--- config.mk ---
export PLATFORM = sky130hd
export DESIGN_NAME = pdsrm_job_fifo
export DESIGN_NICKNAME = d
export VERILOG_FILES = /design/src/rtl/pdsrm_pkg.sv /design/src/rtl/pdsrm_job_fifo.sv
export SDC_FILE = /design/constraint.sdc
export NUM_CORES = 1
export LEC_CHECK = 0
export BUFFER_PORTS_ARGS = -buffer_cell sky130_fd_sc_hd__buf_2
export CAP_MARGIN = 25
export CELL_PAD_IN_SITES_DETAIL_PLACEMENT = 1
export CELL_PAD_IN_SITES_GLOBAL_PLACEMENT = 2
export CORE_MARGIN = 8
export CORE_UTILIZATION = 39
export CTS_BUF_LIST = sky130_fd_sc_hd__clkbuf_4 sky130_fd_sc_hd__clkbuf_8 sky130_fd_sc_hd__clkbuf_16
export CTS_CLUSTER_DIAMETER = 200
export CTS_CLUSTER_SIZE = 40
export DETAILED_ROUTE_END_ITERATION = 10
export GPL_ROUTABILITY_DRIVEN = 0
export GPL_TIMING_DRIVEN = 0
export PLACE_DENSITY = 0.85
export SYNTH_ARGS = -nofsm -noshare
export SYNTH_HDL_FRONTEND = slang
export SYNTH_SLANG_ARGS = --single-unit
--- constraint.sdc ---
create_clock -name clk -period 4.2 [get_ports clk]
set_input_delay 0.84 -clock clk [delete_from_list [all_inputs] [get_ports clk]]
set_output_delay 0.84 -clock clk [all_outputs]
set_load 0.02 [all_outputs]
--- src/rtl/pdsrm_pkg.sv ---
`default_nettype none
// ----------------------------------------------------------------------------
// pdsrm_pkg: shared types and constants
// Field structs, frame job record, register indexes and FSM encodings for
// the peak-decay spectrum RMS level meter.
// ----------------------------------------------------------------------------
package pdsrm_pkg;

    localparam int MAX_BANDS  = 256;
    localparam int BAND_AW    = $clog2(MAX_BANDS);

    localparam int IDX_W      = 8;
    localparam int MAG_W      = 16;
    localparam int CODE_W     = 11;
    localparam int CNT_W      = 9;
    localparam int SQ_W       = 2 * MAG_W;
    localparam int SUM_W      = 40;
    localparam int ROOT_W     = SUM_W / 2;
    localparam int PROD_W     = MAG_W + CODE_W;

    localparam int CFG_IDX_W  = 2;
    localparam int CFG_DATA_W = 16;

    localparam int JOB_DEPTH  = 2;

    localparam logic [MAG_W-1:0]  DECAY_RESET = 16'd62915;
    localparam logic [CNT_W-1:0]  COUNT_RESET = 9'd256;
    localparam logic [CODE_W-1:0] CODE_FULL   = 11'd2047;
    localparam logic [MAG_W:0]    ONE_Q16     = 17'd65535;

    typedef enum logic [CFG_IDX_W-1:0] {
        REG_DECAY_FACTOR = 2'd0,
        REG_BAND_COUNT   = 2'd1
    } cfg_reg_t;

    typedef struct packed {
        logic [IDX_W-1:0] band_index;
        logic [MAG_W-1:0] band_magnitude;
        logic             frame_last;
    } band_item_t;

    typedef struct packed {
        logic [CODE_W-1:0] level_code;
        logic [CODE_W-1:0] max_level_code;
    } level_result_t;

    // one finished frame handed from the accumulator to the root unit
    typedef struct packed {
        logic [SUM_W-1:0] square_sum;
        logic [CNT_W-1:0] divisor;
    } frame_job_t;

    typedef enum logic [1:0] {
        FR_IDLE,
        FR_MUL,
        FR_UPD,
        FR_ACC
    } front_state_t;

    typedef enum logic [2:0] {
        BK_IDLE,
        BK_DIV,
        BK_SQRT,
        BK_SCALE,
        BK_DONE
    } back_state_t;

endpackage
`default_nettype wire

--- src/rtl/pdsrm_job_fifo.sv ---
`default_nettype none
// ----------------------------------------------------------------------------
// pdsrm_job_fifo: frame job queue
// Short queue of finished frame sums between the accumulator and the root
// unit, so each side stalls on its own.
// ----------------------------------------------------------------------------
module pdsrm_job_fifo
    import pdsrm_pkg::*;
(
    input  wire logic       clk,
    input  wire logic       rst_n,
    input  wire logic       push,
    output logic            full,
    input  wire frame_job_t din,
    input  wire logic       pop,
    output logic            empty,
    output frame_job_t      dout
);

    localparam int PTR_W = $clog2(JOB_DEPTH);
    localparam int CNT_W = $clog2(JOB_DEPTH + 1);

    frame_job_t       entries_reg [JOB_DEPTH];
    logic [PTR_W-1:0] wr_ptr_reg, wr_ptr_next;
    logic [PTR_W-1:0] rd_ptr_reg, rd_ptr_next;
    logic [CNT_W-1:0] count_reg, count_next;
    logic             do_push, do_pop;

    assign full    = (count_reg == CNT_W'(JOB_DEPTH));
    assign empty   = (count_reg == '0);
    assign dout    = entries_reg[rd_ptr_reg];
    assign do_push = push && !full;
    assign do_pop  = pop && !empty;

    always_comb
    begin
        wr_ptr_next = do_push ? wr_ptr_reg + PTR_W'(1) : wr_ptr_reg;
        rd_ptr_next = do_pop  ? rd_ptr_reg + PTR_W'(1) : rd_ptr_reg;
        count_next  = count_reg;
        if (do_push && !do_pop)
        begin
            count_next = count_reg + CNT_W'(1);
        end
        else if (do_pop && !do_push)
        begin
            count_next = count_reg - CNT_W'(1);
        end
    end

    always_ff @(posedge clk or negedge rst_n)
    begin
        if (!rst_n)
        begin
            wr_ptr_reg <= '0;
            rd_ptr_reg <= '0;
            count_reg  <= '0;
        end
        else
        begin
            wr_ptr_reg <= wr_ptr_next;
            rd_ptr_reg <= rd_ptr_next;
            count_reg  <= count_next;
        end
    end

    always_ff @(posedge clk)
    begin
        if (do_push)
        begin
            entries_reg[wr_ptr_reg] <= din;
        end
    end

    a_count_bound: assert property (@(posedge clk) disable iff (!rst_n)
        count_reg <= CNT_W'(JOB_DEPTH))
        else $error("job queue count beyond depth");

    a_no_pop_empty: assert property (@(posedge clk) disable iff (!rst_n)
        !(pop && empty))
        else $error("job queue popped while empty");

endmodule
`default_nettype wire

# Word level (Yosys, flattened, before mapping)
# Memories as Yosys holds them, arrays and structs flattened.
# Index checks and enable logic that the tools add are counted.
[op_classes]
eq_ne = 1
mux = 4
add_sub_neg = 4
reduce_logical = 10
[op_table]
columns = ["op", "count"]
rows = [
  ["$logic_and A1 B1 Y1", 4],
  ["$logic_not A1 Y1", 4],
  ["$mux W2", 2],
  ["$add A1 B1 Y1 const B", 2],
  ["$add A2 B1 Y2 const B", 1],
  ["$eq A2 B2 Y1 const B", 1],
  ["$logic_not A2 Y1", 1],
  ["$mux W1", 2],
  ["$reduce_bool A2 Y1", 1],
  ["$sub A2 B1 Y2 const B", 1],
]
[totals]
regBits = 4
ram_bits = 98
mem_count = 1
[memory_table]
columns = ["name", "depth", "width", "read_ports", "rd_clocked_by_memory_dff", "write_ports", "line", "source"]
rows = [
  ["entries_reg", 2, 49, 1, 0, 1, "pdsrm_job_fifo.sv:23", "frame_job_t entries_reg [JOB_DEPTH];"],
]

# Logic depth before layout (Yosys ltp)
[logic_depth]
depth_word = 7
mapped_depth = 7
ltp_nobuf = 7

# Worst setup path after synthesis
# Ideal clock, no wire load.
[synth_timing]
path_kind = "input to register"
startpoint = "in push"
endpoint = "mem entries_reg[0][0] in the netlist's numbering (enable)"
slack_ps = 759
arrival_time_ps = 2985
path_buffers = 0
cell_stages = 2
setup_ps = 456
cell_sequence = "nand2_1 -> nor2_1"
[synth_via]
elab_chain_len = 3
[synth_rtl]
columns = ["item", "line", "source"]
rows = [
  ["start: declaration", "pdsrm_job_fifo.sv:12", "input wire logic push,"],
  ["$logic_and A1 B1 Y1", "pdsrm_job_fifo.sv:32", "assign do_push = push && !full;"],
  ["$mux W1", "pdsrm_job_fifo.sv:68", "if (do_push)"],
  ["$mux W1 (not written as such)", "pdsrm_job_fifo.sv:70", "entries_reg[wr_ptr_reg] <= din;"],
  ["end: declaration", "pdsrm_job_fifo.sv:23", ""],
]
# Every way passes these cells.

==> flow_summary_export.csv <==
group,metric,value,unit
outcome,status,"complete, no violations",
hold_path,min_path_type,"in2async",
logic_synthesis,syn_inst,172,
layout,drive_gt1_share,60.4,%
pwr,power.total,0.00361,W
clocking,cts_resized,0,
setup_path,critPathLaunchType,"flop",
layout,fin_cells,429,
die,start_util,39.3,%
clocking,worstSkewPairLatency,0.35,ns
clocking,cts_tree,"done",
detailed_routing,drt-initial-drc-count,45,
logic_synthesis,netlist_top_cells_area,"edfxtp_1 (74%), mux2_4 (18%), buf_12 (2.5%), dfrtp_1 (2.5%), xnor2_1 (0.66%)",
clocking,cts-root-buf,"clkbuf_8",
detailed_routing,first_pass_iters,4,
logic_synthesis,synth_top_cell_area_share,73.8,%
setup_path,cp.arrival,1.51,ns
sta,finalClockSkew,0.00482,ns
logic_synthesis,syn_avg_cell_area,23.2,µm²
setup_path,rrSetupSlack,2.21,ns
placement,port_buffers,103,
layout,finalNetCount,342,
clocking,postCtsHoldBufs,0,
die,row_count,37,
logic_synthesis,synth_nets,226,
detailed_routing,wl,7360,µm
clocking,cts_buffer_depth,2,
die,die_y,117,µm
pwr,p_sw,0.00114,W
clocking,cts_num_sinks,102,
die,die_w,117,µm
logic_synthesis,postSynth.asyncResetShare,3.92,%
pwr,swShare,31.6,%
global_route,grt_pass1_wl,10800,µm
die,die-area,13700,µm²
pwr,p_int,0.00247,W
logic_synthesis,syn_area,3990,µm²
global_route,overflow,0,
detailed_routing,viasPerCell,4.45,
global_route,antenna_found_initial,0,
clocking,cts_buffers,9,
logic_synthesis,ys_seq_area_share,76.3,%
global_route,track_usage,11.0,%
logic_synthesis,ys_ff_latch,102,
detailed_routing,ant_nets,0,
setup_path,critical_path_required,3.36,ns
sta,setup_violations,0,
logic_synthesis,yosysWarnings,0,
global_route,grt_max_degree,36,
setup_path,setup.worst_path.class,"reg2out",
detailed_routing,drcViolationCount,0,
detailed_routing,routedWlPerCell,17.1,µm
pwr,peakVddDrop,0.000375,V
pwr,p_per_area,727,nW/µm²
sta,relSlewSlack,44.1,%
sta,period_minus_slack,2.35,ns
setup_path,rr_startpoint,"count_reg[0]$_DFFE_PN0P_",
sta,worst_pin_slew,0.837,ns
setup_path,crit_start,"rd_ptr_reg$_DFFE_PN0P_",
layout,antenna_cells,0,
sta,fmax,425,MHz
clocking,clk_pin_slew,0.09,ns
placement,dp.cells,413,
sta,grt_setup_unrepaired,"false",
pwr,seqPwrFrac,40.6,%
logic_synthesis,synth_edf_count,98,
placement,dp_hpwl,5330,µm
detailed_routing,vias,1911,
pwr,pwr-share-comb,39.7,%
clocking,h-tree-depth,3,
layout,syn_to_final_growth,24.5,%
clocking,cts_setup_buffers,0,
setup_path,worstSetupEndpointType,"output pin",
logic_synthesis,synth_commonest_cells,"edfxtp_1 (98), mux2_4 (49), buf_12 (5), dfrtp_1 (4)",
logic_synthesis,synth_largest_area_cell,"edfxtp_1",
logic_synthesis,ys_types,14,
job,drv_cap,0,
logic_synthesis,yosysMostFrequentCell,"edfxtp_1",
sta,finalHoldViolCount,0,
die,coreArea,10100,µm²
layout,largest_reg_flops,98,
pwr,clockPowerShare,19.8,%
die,ios,104,
sta,finalMaxSlewViolations,0,
setup_path,cp_max_fo,10,
global_route,grt_pass1_vias,2147,
sta,finalCritPeriodShare,56.0,%
pwr,p_leak,2.01,nW
logic_synthesis,synth_flop_cell,"edfxtp_1",
-- layout by cell type, fill, tap and decap left out --
cell type   instances
buf_2             103
edfxtp_1           98
mux2_4             49
clkbuf_8            9
buf_12              7
dfrtp_1             4
xnor2_1             3
bufinv_16           3
inv_1               2
nor2_1              2
xor2_1              2
buf_6               1
nand2b_1            1
nand2_1             1
o21ai_1             1
and3_2              1
nor2_4              1
ha_1                1
clkinv_1            1
clkinv_4            1
clkinvlp_4          1
clkbuf_4            1
-- metrics by stage --
| stage | setup WS, ns | util [%] | instance area [µm²] | TNS [ns] | hold slack [ns] |
|---|---|---|---|---|---|
| after floorplan | 0.759 | - | 3990 | 0 | 0.461 |
| final | 1.85 | 48.9 | 4960 | 0 | 0.274 |
| after global placement | -0.652 | 46.1 | 4670 | -31.87 | 0.481 |
| after CTS | 1.80 | 48.9 | 4960 | 0 | 0.239 |
| after detailed placement | 1.85 | 46.6 | 4720 | 0 | 0.532 |
| after global routing | 1.77 | 48.9 | 4960 | 0 | 0.247 |
-- worst paths after layout --
check	endpoint	cells past startpoint
min in group clk	count_reg[1]$_DFFE_PN0P_	1
worst min register to register	count_reg[1]$_DFFE_PN0P_	1
worst max-delay path	dout[47]	4
worst max register to register	entries_reg[0][14]$_DFFE_PP_	4
max in group asynchronous	rd_ptr_reg$_DFFE_PN0P_	1
worst min-delay path	count_reg[0]$_DFFE_PN0P_	1
-- power groups by stage --
stage	registers, W	logic, W	clock network [W]
2_1_floorplan	0.00148	0.00107	0
3_3_place_gp	0.00149	0.00142	0
3_5_place_dp	0.00149	0.00147	0
4_1_cts	0.00147	0.00147	0.000744
5_1_grt	0.00149	0.00153	0.000773
6_report	0.00146	0.00143	0.000713
-- cells by family (layout without fill, tap and decap cells) --
group / Yosys count / after routing / synth area share, %
AND/OR/NAND/NOR: 6 / 6 / 0.691
AO/OA/AOI/OAI: 1 / 1 / 0.125
buffers and inverters: 8 / 129 / 2.98
flip-flops: 102 / 102 / 76.3
multiplexers: 49 / 49 / 18.5
adder cells (fa/ha/maj): 1 / 1 / 0.314
XOR/XNOR: 5 / 5 / 1.10
-- layout make-up --
type                    count  area, µm²
plain buffers               6        111
clock buffers              10        131
clock inverters             6        110
fillers                   957       5180
inverters                   2       7.51
multi-input cells          62        833
flip-flops and latches    102       3040
well taps                 136        170
repair buffers            105        556
-- critical path: stages, from the launching register on --
cell and delay [ns]:
dfrtp_1 0.39, buf_6 0.15, buf_12 0.16, mux2_4 0.30
buf_2 0.16
-- metal layers --
layer  routed length [µm]  GRT usage [%]
met1                 2720           10.2
met2                 4020           20.6
met3                  482           3.59
met4                  133           6.66
met5                    0              0
No activity file was read; power rests on OpenSTA's default activity.
