$ cat config.mk
export PLATFORM = sky130hd
export DESIGN_NAME = pdsrm_back
export DESIGN_NICKNAME = d
export VERILOG_FILES = /design/src/rtl/pdsrm_pkg.sv /design/src/rtl/pdsrm_back.sv
export SDC_FILE = /design/constraint.sdc
export NUM_CORES = 1
export LEC_CHECK = 0
export BUFFER_PORTS_ARGS = -buffer_cell sky130_fd_sc_hd__buf_2
export CAP_MARGIN = 15
export CORE_MARGIN = 2
export CORE_UTILIZATION = 62
export CTS_CLUSTER_DIAMETER = 100
export DETAILED_ROUTE_END_ITERATION = 7
export PLACE_DENSITY = 0.87
export SLEW_MARGIN = 5
export SYNTH_ARGS = -nofsm -noshare
export SYNTH_HDL_FRONTEND = slang
export SYNTH_SLANG_ARGS = --single-unit
export TNS_END_PERCENT = 10
$ cat constraint.sdc
create_clock -name clk -period 9.8 [get_ports clk]
set_input_delay 1.47 -clock clk [delete_from_list [all_inputs] [get_ports clk]]
set_output_delay 1.47 -clock clk [all_outputs]
set_load 0.05 [all_outputs]
$ cat src/rtl/pdsrm_pkg.sv
`default_nettype none
// ----------------------------------------------------------------------------
// pdsrm_pkg: shared types and constants
// Field structs, frame job record, register indexes and FSM encodings for
// the peak-decay spectrum RMS level meter.
// ----------------------------------------------------------------------------
package pdsrm_pkg;

    localparam int MAX_BANDS  = 256;
    localparam int BAND_AW    = $clog2(MAX_BANDS);

    localparam int IDX_W      = 8;
    localparam int MAG_W      = 16;
    localparam int CODE_W     = 11;
    localparam int CNT_W      = 9;
    localparam int SQ_W       = 2 * MAG_W;
    localparam int SUM_W      = 40;
    localparam int ROOT_W     = SUM_W / 2;
    localparam int PROD_W     = MAG_W + CODE_W;

    localparam int CFG_IDX_W  = 2;
    localparam int CFG_DATA_W = 16;

    localparam int JOB_DEPTH  = 2;

    localparam logic [MAG_W-1:0]  DECAY_RESET = 16'd62915;
    localparam logic [CNT_W-1:0]  COUNT_RESET = 9'd256;
    localparam logic [CODE_W-1:0] CODE_FULL   = 11'd2047;
    localparam logic [MAG_W:0]    ONE_Q16     = 17'd65535;

    typedef enum logic [CFG_IDX_W-1:0] {
        REG_DECAY_FACTOR = 2'd0,
        REG_BAND_COUNT   = 2'd1
    } cfg_reg_t;

    typedef struct packed {
        logic [IDX_W-1:0] band_index;
        logic [MAG_W-1:0] band_magnitude;
        logic             frame_last;
    } band_item_t;

    typedef struct packed {
        logic [CODE_W-1:0] level_code;
        logic [CODE_W-1:0] max_level_code;
    } level_result_t;

    // one finished frame handed from the accumulator to the root unit
    typedef struct packed {
        logic [SUM_W-1:0] square_sum;
        logic [CNT_W-1:0] divisor;
    } frame_job_t;

    typedef enum logic [1:0] {
        FR_IDLE,
        FR_MUL,
        FR_UPD,
        FR_ACC
    } front_state_t;

    typedef enum logic [2:0] {
        BK_IDLE,
        BK_DIV,
        BK_SQRT,
        BK_SCALE,
        BK_DONE
    } back_state_t;

endpackage
`default_nettype wire

$ cat src/rtl/pdsrm_back.sv
`default_nettype none
// ----------------------------------------------------------------------------
// pdsrm_back: frame level unit
// Per frame: serial mean (sum / band count), serial square root, scaling to
// an 11-bit code, peak tracking and the result register.
// ----------------------------------------------------------------------------
module pdsrm_back
    import pdsrm_pkg::*;
(
    input  wire logic       clk,
    input  wire logic       rst_n,
    input  wire logic       job_empty,
    output logic            job_pop,
    input  wire frame_job_t job,
    input  wire logic       pop,
    output logic            empty,
    output level_result_t   result
);

    localparam int STEP_W = $clog2(SUM_W);
    localparam int REM_W  = ROOT_W + 2;

    back_state_t        state_reg, state_next;
    logic [STEP_W-1:0]  cnt_reg, cnt_next;
    logic [SUM_W-1:0]   dvd_reg, dvd_next;
    logic [CNT_W-1:0]   rem_reg, rem_next;
    logic [CNT_W-1:0]   div_reg, div_next;
    logic [SUM_W-1:0]   rad_reg, rad_next;
    logic [REM_W-1:0]   srem_reg, srem_next;
    logic [ROOT_W-1:0]  root_reg, root_next;
    logic [PROD_W-1:0]  prod_reg, prod_next;
    logic [CODE_W-1:0]  peak_reg, peak_next;
    level_result_t      out_reg, out_next;
    logic               out_valid_reg, out_valid_next;

    logic [CNT_W:0]     div_trial;
    logic               div_ge;
    logic [REM_W-1:0]   sq_shift;
    logic [REM_W-1:0]   sq_trial;
    logic               sq_ge;
    logic [MAG_W-1:0]   root_clamp;
    logic [CODE_W-1:0]  q_hi;
    logic [MAG_W:0]     q_rem;
    logic [CODE_W-1:0]  code;

    // restoring division, one quotient bit a cycle
    assign div_trial = {rem_reg, dvd_reg[SUM_W-1]};
    assign div_ge    = (div_trial >= {1'b0, div_reg});

    // digit-by-digit root, two radicand bits a cycle
    assign sq_shift = {srem_reg[REM_W-3:0], rad_reg[SUM_W-1:SUM_W-2]};
    assign sq_trial = {root_reg, 2'b01};
    assign sq_ge    = (sq_shift >= sq_trial);

    assign root_clamp = (|root_reg[ROOT_W-1:MAG_W]) ? '1 : root_reg[MAG_W-1:0];

    // x / 65535 for x < 2^27: x = q*65535 + (lo + q), one correction step
    assign q_hi  = prod_reg[PROD_W-1:MAG_W];
    assign q_rem = {1'b0, prod_reg[MAG_W-1:0]} + {{(MAG_W + 1 - CODE_W){1'b0}}, q_hi};
    assign code  = (q_rem >= ONE_Q16) ? q_hi + CODE_W'(1) : q_hi;

    assign empty  = !out_valid_reg;
    assign result = out_reg;

    always_comb
    begin
        state_next     = state_reg;
        cnt_next       = cnt_reg;
        dvd_next       = dvd_reg;
        rem_next       = rem_reg;
        div_next       = div_reg;
        rad_next       = rad_reg;
        srem_next      = srem_reg;
        root_next      = root_reg;
        prod_next      = prod_reg;
        peak_next      = peak_reg;
        out_next       = out_reg;
        out_valid_next = out_valid_reg && !pop;
        job_pop        = 1'b0;
        case (state_reg)
            BK_IDLE:
            begin
                if (!job_empty)
                begin
                    job_pop    = 1'b1;
                    dvd_next   = job.square_sum;
                    div_next   = job.divisor;
                    rem_next   = '0;
                    cnt_next   = STEP_W'(SUM_W - 1);
                    state_next = BK_DIV;
                end
            end
            BK_DIV:
            begin
                rem_next = div_ge ? CNT_W'(div_trial - {1'b0, div_reg})
                                  : div_trial[CNT_W-1:0];
                dvd_next = {dvd_reg[SUM_W-2:0], div_ge};
                cnt_next = cnt_reg - STEP_W'(1);
                if (cnt_reg == '0)
                begin
                    rad_next   = {dvd_reg[SUM_W-2:0], div_ge};
                    srem_next  = '0;
                    root_next  = '0;
                    cnt_next   = STEP_W'(ROOT_W - 1);
                    state_next = BK_SQRT;
                end
            end
            BK_SQRT:
            begin
                srem_next = sq_ge ? sq_shift - sq_trial : sq_shift;
                root_next = {root_reg[ROOT_W-2:0], sq_ge};
                rad_next  = {rad_reg[SUM_W-3:0], 2'b00};
                cnt_next  = cnt_reg - STEP_W'(1);
                if (cnt_reg == '0)
                begin
                    state_next = BK_SCALE;
                end
            end
            BK_SCALE:
            begin
                prod_next  = PROD_W'(root_clamp) * PROD_W'(CODE_FULL);
                state_next = BK_DONE;
            end
            BK_DONE:
            begin
                if (!out_valid_reg || pop)
                begin
                    peak_next               = (code > peak_reg) ? code : peak_reg;
                    out_next.level_code     = code;
                    out_next.max_level_code = (code > peak_reg) ? code : peak_reg;
                    out_valid_next          = 1'b1;
                    state_next              = BK_IDLE;
                end
            end
            default:
            begin
                state_next = BK_IDLE;
            end
        endcase
    end

    always_ff @(posedge clk or negedge rst_n)
    begin
        if (!rst_n)
        begin
            state_reg     <= BK_IDLE;
            peak_reg      <= '0;
            out_valid_reg <= 1'b0;
        end
        else
        begin
            state_reg     <= state_next;
            peak_reg      <= peak_next;
            out_valid_reg <= out_valid_next;
        end
    end

    always_ff @(posedge clk)
    begin
        cnt_reg  <= cnt_next;
        dvd_reg  <= dvd_next;
        rem_reg  <= rem_next;
        div_reg  <= div_next;
        rad_reg  <= rad_next;
        srem_reg <= srem_next;
        root_reg <= root_next;
        prod_reg <= prod_next;
        out_reg  <= out_next;
    end

    a_level_le_max: assert property (@(posedge clk) disable iff (!rst_n)
        out_valid_reg |-> (out_reg.level_code <= out_reg.max_level_code))
        else $error("level code above reported maximum");

    a_max_is_peak: assert property (@(posedge clk) disable iff (!rst_n)
        out_valid_reg |-> (out_reg.max_level_code == peak_reg))
        else $error("reported maximum differs from peak register");

    a_peak_monotonic: assert property (@(posedge clk) disable iff (!rst_n)
        peak_reg >= $past(peak_reg))
        else $error("peak code decreased");

endmodule
`default_nettype wire

# [Yosys cells after proc, flatten, opt, wreduce, memory -nomap -nowiden]
# Index checks and enable logic that the tools add are counted.
[classes] addsub=5 multipliers=1 div_mod_pow=0 magnitude_cmp=4 n_eq_ne=8 shift=0 mux=27 bitwise_logic=1 reduce_logical=16
[ops] cell="$pmux W40 S2" n=2
[ops] cell="$mux W40" n=2
[ops] cell="$pmux W20 S2" n=2
[ops] cell="$mux W20" n=3
[ops] cell="$mul A16 B11 Y27 const B" n=1
[ops] cell="$ge A22 B22 Y1" n=1
[ops] cell="$mux W11" n=2
[ops] cell="$sub A20 B20 Y20" n=1
[ops] cell="$mux W9" n=2
[ops] cell="$pmux W6 S3" n=1
[ops] cell="$pmux W9 S2" n=1
[ops] cell="$add A16 B11 Y17" n=1
[ops] cell="$ge A17 B16 Y1 const B" n=1
[ops] cell="$mux W16" n=1
[ops] cell="$pmux W3 S5" n=1
[ops] cell="$mux W3" n=4
[ops] cell="$mux W6" n=2
[ops] cell="$add A11 B1 Y11 const B" n=1
[ops] cell="$gt A11 B11 Y1" n=1
[ops] cell="$ge A10 B9 Y1" n=1
[ops] cell="$reduce_and A2 Y1" n=5
[ops] cell="$sub A9 B9 Y9" n=1
[ops] cell="$ne A2 B2 Y1 const B" n=4
[ops] cell="$eq A3 B2 Y1 const B" n=2
[ops] cell="14 further kinds" n=19
[word_totals] ff_bits=208 latch_bits=0 mem_bits_rw=0 romBits=0 input_bits=53 output_inout_bits=24 elab_cells=75 memories=0

# [Depth between registers and ports, before layout]
# Gate-level depths: netlist (run 1).
[logic_depth] ltp_word=5 depth_mapped=25

# [Worst setup path before layout (run 1)]
# OpenSTA, ideal clock, no wires.
[synth_path] path_kind="reg-to-reg" from="register state_reg[2]" to="register rad_reg[0] (enable)" arrival_time_ns=6.976 t_required_ns=9.171 setup_slack_ns=2.195 stages_incl_launch_ff=6 n_path_buf=3 period_less_slack_ns=7.605 path_cell_list="dfrtp_1 > clkbuf_1 > or3b_2 > clkbuf_1 > clkbuf_1 > o21ai_0"
[synth_via] elab_chain_cells=3
[synth_rtl] element="from (decl)" line="pdsrm_back.sv:23" source="back_state_t state_reg, state_next;"
[synth_rtl] element="from (signal assigned)" line="pdsrm_back.sv:152" source="state_reg <= state_next;"
[synth_rtl] element="$eq A3 B1 Y1 or $eq A3 B2 Y1 (tied branches)" line="pdsrm_back.sv:80" source="case (state_reg)"
[synth_rtl] element="$ne A2 B2 Y1 (no source line) or $reduce_bool A2 Y1 (tied branches)"
[synth_rtl] element="$reduce_and A2 Y1 (no source line) (*)"
[synth_rtl] element="to (signal assigned)" line="pdsrm_back.sv:164" source="rad_reg <= rad_next;"
[synth_rtl] element="to (decl)" line="pdsrm_back.sv:28" source="logic [SUM_W-1:0] rad_reg, rad_next;"
# Every way passes the cells marked *; elsewhere a longest branch is shown, timed or not.
# A chain may end at the register's enable or synchronous reset.

# [Worst setup path after layout (run 1)]
[layout_path] from="register root_reg[19]" to="register prod_reg[26] (data pin)"
[layout_via] elab_chain_cells=3
[layout_rtl] element="from (decl)" line="pdsrm_back.sv:30" source="logic [ROOT_W-1:0] root_reg, root_next;"
[layout_rtl] element="from (signal assigned)" line="pdsrm_back.sv:166" source="root_reg <= root_next;"
[layout_rtl] element="$reduce_or A4 Y1" line="pdsrm_back.sv:55" source="assign root_clamp = (|root_reg[ROOT_W-1:MAG_W]) ? '1 : root_reg[MAG_W-1:0];"
[layout_rtl] element="$mux W16" line="pdsrm_back.sv:55"
[layout_rtl] element="$mul A16 B11 Y27" line="pdsrm_back.sv:121" source="prod_next = PROD_W'(root_clamp) * PROD_W'(CODE_FULL);"
[layout_rtl] element="to (signal assigned)" line="pdsrm_back.sv:167" source="prod_reg <= prod_next;"
[layout_rtl] element="to (decl)" line="pdsrm_back.sv:31" source="logic [PROD_W-1:0] prod_reg, prod_next;"
# No other way between the ends.

==> run_results.csv, run 1 <==
group,metric,value,unit
pwr,intPower,2.86,mW
pwr,pwr-share-clk,0.180,
floorplanning,num_rows,56,
sta,hold_ws,511,ps
critical_path,cp_max_fo,11,
synthesis,ys.flop_type,"edfxtp_1",
synthesis,synthCells,1440,
synthesis,syn_area,14800,um^2
clock_network,cts_made_buffers,24,
sta,worst_pin_slew,967,ps
placement,post-place-ws,2550,ps
clock_network,ctsResizeCount,0,
synthesis,synthTopCellsByCount,"nand2_1 (280), inv_1 (209), edfxtp_1 (193), ha_1 (118), fa_1 (94)",
synthesis,yosys_warnings,0,
sta,layout_min_cycle_time,6670,ps
clock_network,h-tree-depth,1,
synthesis,synth_nets,1705,
synthesis,ys_seq_area_frac,0.416,
clock_network,path_clk_slew,60,ps
finish,final_core_util,0.697,
pwr,combPwrFrac,0.513,
pwr,seqPwrFrac,0.308,
sta,fin_ws,3130,ps
critical_path,cp.required,10060,ps
placement,placed_area,15600,um^2
floorplanning,dieWidth,159,um
worst_hold_path,hp-class,"reg -> reg",
sta,setup_viol,0,
finish,diodes,0,
clock_network,postCtsSetupRepairBufs,0,
synthesis,ys_top_cells_by_area,"edfxtp_1 (39%), fa_1 (13%), ha_1 (10%), nand2_1 (7.1%), inv_1 (5.3%)",
finish,area_growth,10.5,%
finish,drive_above_1_share,0.106,
sta,relSlewSlack,0.351,
floorplanning,ios,77,
routing,drcViolationCount,0,
floorplanning,start_util,0.631,
pwr,p_per_area,289,nW/um^2
global_routing,grt_max_degree,80,
global_routing,grt_pass1_vias,10600,
placement,port_buffers,76,
finish,finalNetCount,1783,
synthesis,yosysMostFrequentCell,"nand2_1",
job,drv_cap,0,
placement,gp_congestion,0.943,
floorplanning,die_y,159,um
critical_path,worstSetupEndpointType,"flop",
routing,routed_wl,30600,um
placement,dp_hpwl,22400,um
pwr,irDropWorstVdd,0.000207,V
sta,final.setup_skew,16.9,ps
sta,setup-tns-final,0,ps
routing,via_per_inst,5.63,
critical_path,critPathKind,"reg -> reg",
pwr,total_power,4.72,mW
clock_network,cts_root_buf,"clkbuf_16",
global_routing,grt_pass1_wl,50300,um
sta,final_hold_viol_count,0,
floorplanning,dieArea,25200,um^2
clock_network,hold_buffers,0,
synthesis,yosysTopAreaCell,"edfxtp_1",
routing,drt_first_pass_iters,5,
synthesis,synth_top_area_frac,0.391,
floorplanning,coreArea,23500,um^2
critical_path,cp-start-kind,"flop",
pwr,p_switching,1.86,mW
sta,rsz0062_at_grt,"false",
synthesis,synth_edf_count,193,
pwr,switching_share,0.395,
routing,drt_iter0_drc,847,
placement,dp.cells,1808,
sta,slew_viol_final,0,
clock_network,clockBufferDepth,3,
global_routing,antenna_found_initial,0,
synthesis,ys_async_sr_fraction,0.0721,
sta,max_freq,150,MHz
global_routing,grt.overflow.total,0,
critical_path,arrival,6920,ps
global_routing,track_usage,0.250,
sta,fin_crit_sh,0.680,
synthesis,synth_seq_cells,208,
synthesis,avgSynthCellArea,10.3,um^2
synthesis,ys_types,64,
clock_network,insertion_delay,520,ps
routing,antenna_left,0,
finish,fin_area,16400,um^2
clock_network,cts_tree,"done",
status,run_status,"completed",
routing,vias,10400,
finish,layout.cells.non_filler,1853,
routing,post_drt_wl_per_cell,16.5,um
clock_network,cts.sink_count,208,
pwr,leakage,7.45,nW
metal layers:
layer	share of wire	global-route usage
met1	0.41	0.325
met3	0.050	0.0313
met2	0.51	0.444
met5	0	0
met4	0.027	0.0699
worst max-delay path, cell delays in order (launching register included):
cell and delay, ps:
edfxtp_1 410, nor4_2 470, buf_4 260, nand2_1 230
fa_1 640, inv_1 80, fa_1 490, inv_1 60
fa_1 500, fa_1 540, inv_1 50, fa_1 530
inv_1 40, ha_1 390, a21o_1 200, a31oi_1 170
o211a_1 180, nand3_1 90, a221o_1 320, o41ai_1 400
o21bai_1 100, a21oi_1 180, xnor2_1 80
cell usage in the layout (no fill, tap or decap), types with 8 or more instances in the layout:
cell type and n:
nor3_1 12, mux2i_1 19, xnor2_1 50, clkbuf_16 24, edfxtp_1 193, o21bai_1 10, buf_4 10, nand2b_1 15
ha_1 118, fa_1 94, inv_1 209, a31oi_1 8, dfrtp_1 15, nor2_1 91, a211oi_1 11, nand3_1 13
xor2_1 17, nand2_1 279, o21a_1 8, mux2_2 22, and3_1 9, nor2b_1 10, nand4_1 12, buf_2 76
o21ai_0 32, a21o_1 23, a21oi_1 45
layout make-up:
cell class                      count  area [um^2]
Multi-Input combinational cell    987         7750
Tap cell                          319          399
Clock inverter                     11          109
Fill cell                        1610         7100
Inverter                          209          785
Clock buffer                       31          647
Sequential cell                   208         6170
Timing Repair Buffer               88          503
worst paths after layout:
kind	cells past startpoint	slack, ps	to	startpoint
worst max-delay path	22	3130	prod_reg[26]$_DFFE_PP_	root_reg[19]$_SDFFCE_PN0P_
worst min-delay path	2	510	rad_reg[38]$_DFFE_PP_	rad_reg[36]$_DFFE_PP_
worst max register to register	22	3130	prod_reg[26]$_DFFE_PP_	root_reg[19]$_SDFFCE_PN0P_
worst min register to register	2	510	rad_reg[38]$_DFFE_PP_	rad_reg[36]$_DFFE_PP_
max in group asynchronous	1	8690	state_reg[2]$_DFFE_PN0P_	rst_n
min in group asynchronous	1	850	peak_reg[2]$_DFFE_PN0P_	rst_n
cell families (layout without fill, tap and decap cells):
| kind of cell | after synthesis | count (layout) | synth area share |
|---|---|---|---|
| flops | 208 | 208 | 0.416 |
| simple gates | 474 | 474 | 0.138 |
| buf+inv | 245 | 339 | 0.0624 |
| compound gates | 192 | 192 | 0.0867 |
| xor+xnor | 67 | 67 | 0.0396 |
| mux | 42 | 42 | 0.0306 |
| fa+ha+maj | 212 | 212 | 0.227 |
power by group through the flow:
stage	sequential (mW)	combinational (mW)	clock, mW
finish	1.45	2.42	0.848
global route	1.47	2.75	0.885
CTS	1.45	2.41	0.854
detailed placement	1.47	2.38	0
global placement	1.46	2.30	0
floorplan	1.45	1.86	0
Note: power is estimated with default switching activity, not from simulation.
==> inputs of run 2 (changes only) <==
==> constraint.sdc (replaced) <==
create_clock -name clk -period 6.7 [get_ports clk]
set_input_delay 1.005 -clock clk [delete_from_list [all_inputs] [get_ports clk]]
set_output_delay 1.005 -clock clk [all_outputs]
set_load 0.05 [all_outputs]
==> run_results.csv, run 2 (synthesized netlist as in run 1, its figures left out) <==
group,metric,value,unit
clock_network,hold_buffers,0,
floorplanning,start_util,0.631,
clock_network,insertion_delay,530,ps
global_routing,grt_pass1_wl,52800,um
critical_path,r2r_slack,340,ps
clock_network,h-tree-depth,1,
sta,final_hold_viol_count,0,
pwr,leakage,7.51,nW
global_routing,grt_pass1_vias,11000,
critical_path,crit_start,"root_reg[19]$_SDFFCE_PN0P_",
global_routing,track_usage,0.266,
finish,fin_area,16500,um^2
job,drv_cap,0,
critical_path,critPathKind,"reg -> reg",
clock_network,cts_tree,"done",
sta,setup_viol,0,
clock_network,path_clk_slew,60,ps
routing,drt_iter0_drc,885,
clock_network,cts_root_buf,"clkbuf_16",
finish,final_core_util,0.702,
critical_path,max_stage_delay,670,ps
finish,layout.cells.non_filler,1857,
finish,area_growth,11.2,%
routing,drcViolationCount,0,
critical_path,path_buf_inv,5,
sta,hold_ws,402,ps
placement,gp_congestion,0.933,
sta,max_freq,157,MHz
placement,port_buffers,76,
floorplanning,dieWidth,159,um
pwr,p_per_area,431,nW/um^2
placement,dp_hpwl,23100,um
sta,setup-tns-final,0,ps
critical_path,cp_common_cell,"fa_1",
sta,worst_pin_slew,1020,ps
finish,nFillCells,1585,
global_routing,grt_max_degree,81,
finish,final_cell_mix,"nand2_1 (276), inv_1 (209), edfxtp_1 (193)",
worst_hold_path,hp-class,"in -> async",
critical_path,slowest_stage,"fa_1",
pwr,total_power,7.11,mW
routing,post_drt_wl_per_cell,17.1,um
routing,antenna_left,0,
routing,drt_first_pass_iters,6,
floorplanning,coreArea,23500,um^2
sta,relSlewSlack,0.317,
global_routing,antenna_found_initial,0,
critical_path,r2r_start,"root_reg[19]$_SDFFCE_PN0P_",
status,run_status,"completed",
finish,layout_commonest_cell,"nand2_1",
placement,placed_area,15600,um^2
global_routing,grt.overflow.total,0,
critical_path,reg2reg_to,"prod_reg[26]$_DFFE_PP_",
pwr,irDropWorstVdd,0.000283,V
placement,post-place-ws,122,ps
critical_path,arrival,6610,ps
clock_network,cts.sink_count,208,
routing,routed_wl,31800,um
clock_network,cts_made_buffers,24,
routing,vias,10500,
floorplanning,die_y,159,um
critical_path,worstSetupEndpointType,"flop",
critical_path,crit_chain,"nor4_2 > buf_4 > nand2_1 > fa_1 > inv_1 > fa_1 > inv_1 > fa_1 > fa_1 > inv_1 > fa_1 > inv_1 > ha_1 > a21o_1 > a31oi_1 > o211a_1 > nand3_1 > a221o_1 > o41ai_4 > o21bai_1 > a21oi_1 > xnor2_1",
sta,layout_min_cycle_time,6360,ps
sta,fin_crit_sh,0.949,
critical_path,cp_max_fo,13,
critical_path,cp.required,6950,ps
floorplanning,ios,77,
placement,dp.cells,1812,
floorplanning,num_rows,56,
finish,drive_above_1_share,0.114,
sta,fin_ws,340,ps
sta,slew_viol_final,0,
critical_path,rr_worst_depth,22,
finish,diodes,0,
critical_path,cp-start-kind,"flop",
clock_network,clockBufferDepth,3,
critical_path,critPathTopFamily,"adder cells",
routing,via_per_inst,5.67,
finish,finalNetCount,1786,
floorplanning,dieArea,25200,um^2
sta,final.setup_skew,20.2,ps
-- run 2: cell types whose count changed in the layout (fill, tap and decap cells not counted), sizes merged --
cell	before	now
bufinv	1	5
buf	88	91
clkinvlp	1	0
clkinv	8	9
clkbuf	31	29
inv	210	209
-- run 2: worst max-delay path by stage --
stage | end | depth (start not counted)
2_1_floorplan | prod_reg[26]$_DFFE_PP_ | 23
3_3_place_gp | prod_reg[26]$_DFFE_PP_ | 22
3_5_place_dp | prod_reg[26]$_DFFE_PP_ | 22
4_1_cts | prod_reg[26]$_DFFE_PP_ | 22
5_1_grt | prod_reg[26]$_DFFE_PP_ | 22
6_report | prod_reg[26]$_DFFE_PP_ | 22
-- run 2: worst reg2reg max path, stage by stage (launching register included) --
cell and delay (ps):
edfxtp_1 430, nor4_2 290, buf_4 240, nand2_1 180, fa_1 670, inv_1 70, fa_1 490, inv_1 60
fa_1 500, fa_1 550, inv_1 50, fa_1 520, inv_1 40, ha_1 390, a21o_1 200, a31oi_1 150
o211a_1 180, nand3_1 80, a221o_1 360, o41ai_4 260, o21bai_1 100, a21oi_1 180, xnor2_1 90
-- run 2: final cells by class --
type	count	area, um^2	area share
clock inverters	14	203	0.0123
inverters	209	785	0.0476
multi-input cells	987	7790	0.473
flip-flops and latches	208	6170	0.375
well taps	319	399	0.0242
repair buffers	91	493	0.0299
clock buffers	29	629	0.0382
-- run 2: what timing repair did --
item | CTS | global route
buffers inserted | 0 | 2
endpoints found under the hold margin | 0 | 0
gates resized for setup | 0 | 8
endpoints found under the setup margin | 0 | 2
-- run 2: power breakdown --
part           total (mW)  switching [mW]  leakage (nW)  internal, mW
Clock                1.37           0.509         0.409         0.860
Combinational        3.61            2.13          5.01          1.47
Sequential           2.13           0.136          2.09          2.00
-- run 2: per-layer routing --
layer / vias up / routed length, um / track usage
li1: 5008 / - / -
met5: - / 0 / 0
met4: 0 / 1310 / 0.109
met2: 365 / 16300 / 0.477
met1: 5061 / 12700 / 0.325
met3: 92 / 1550 / 0.0351
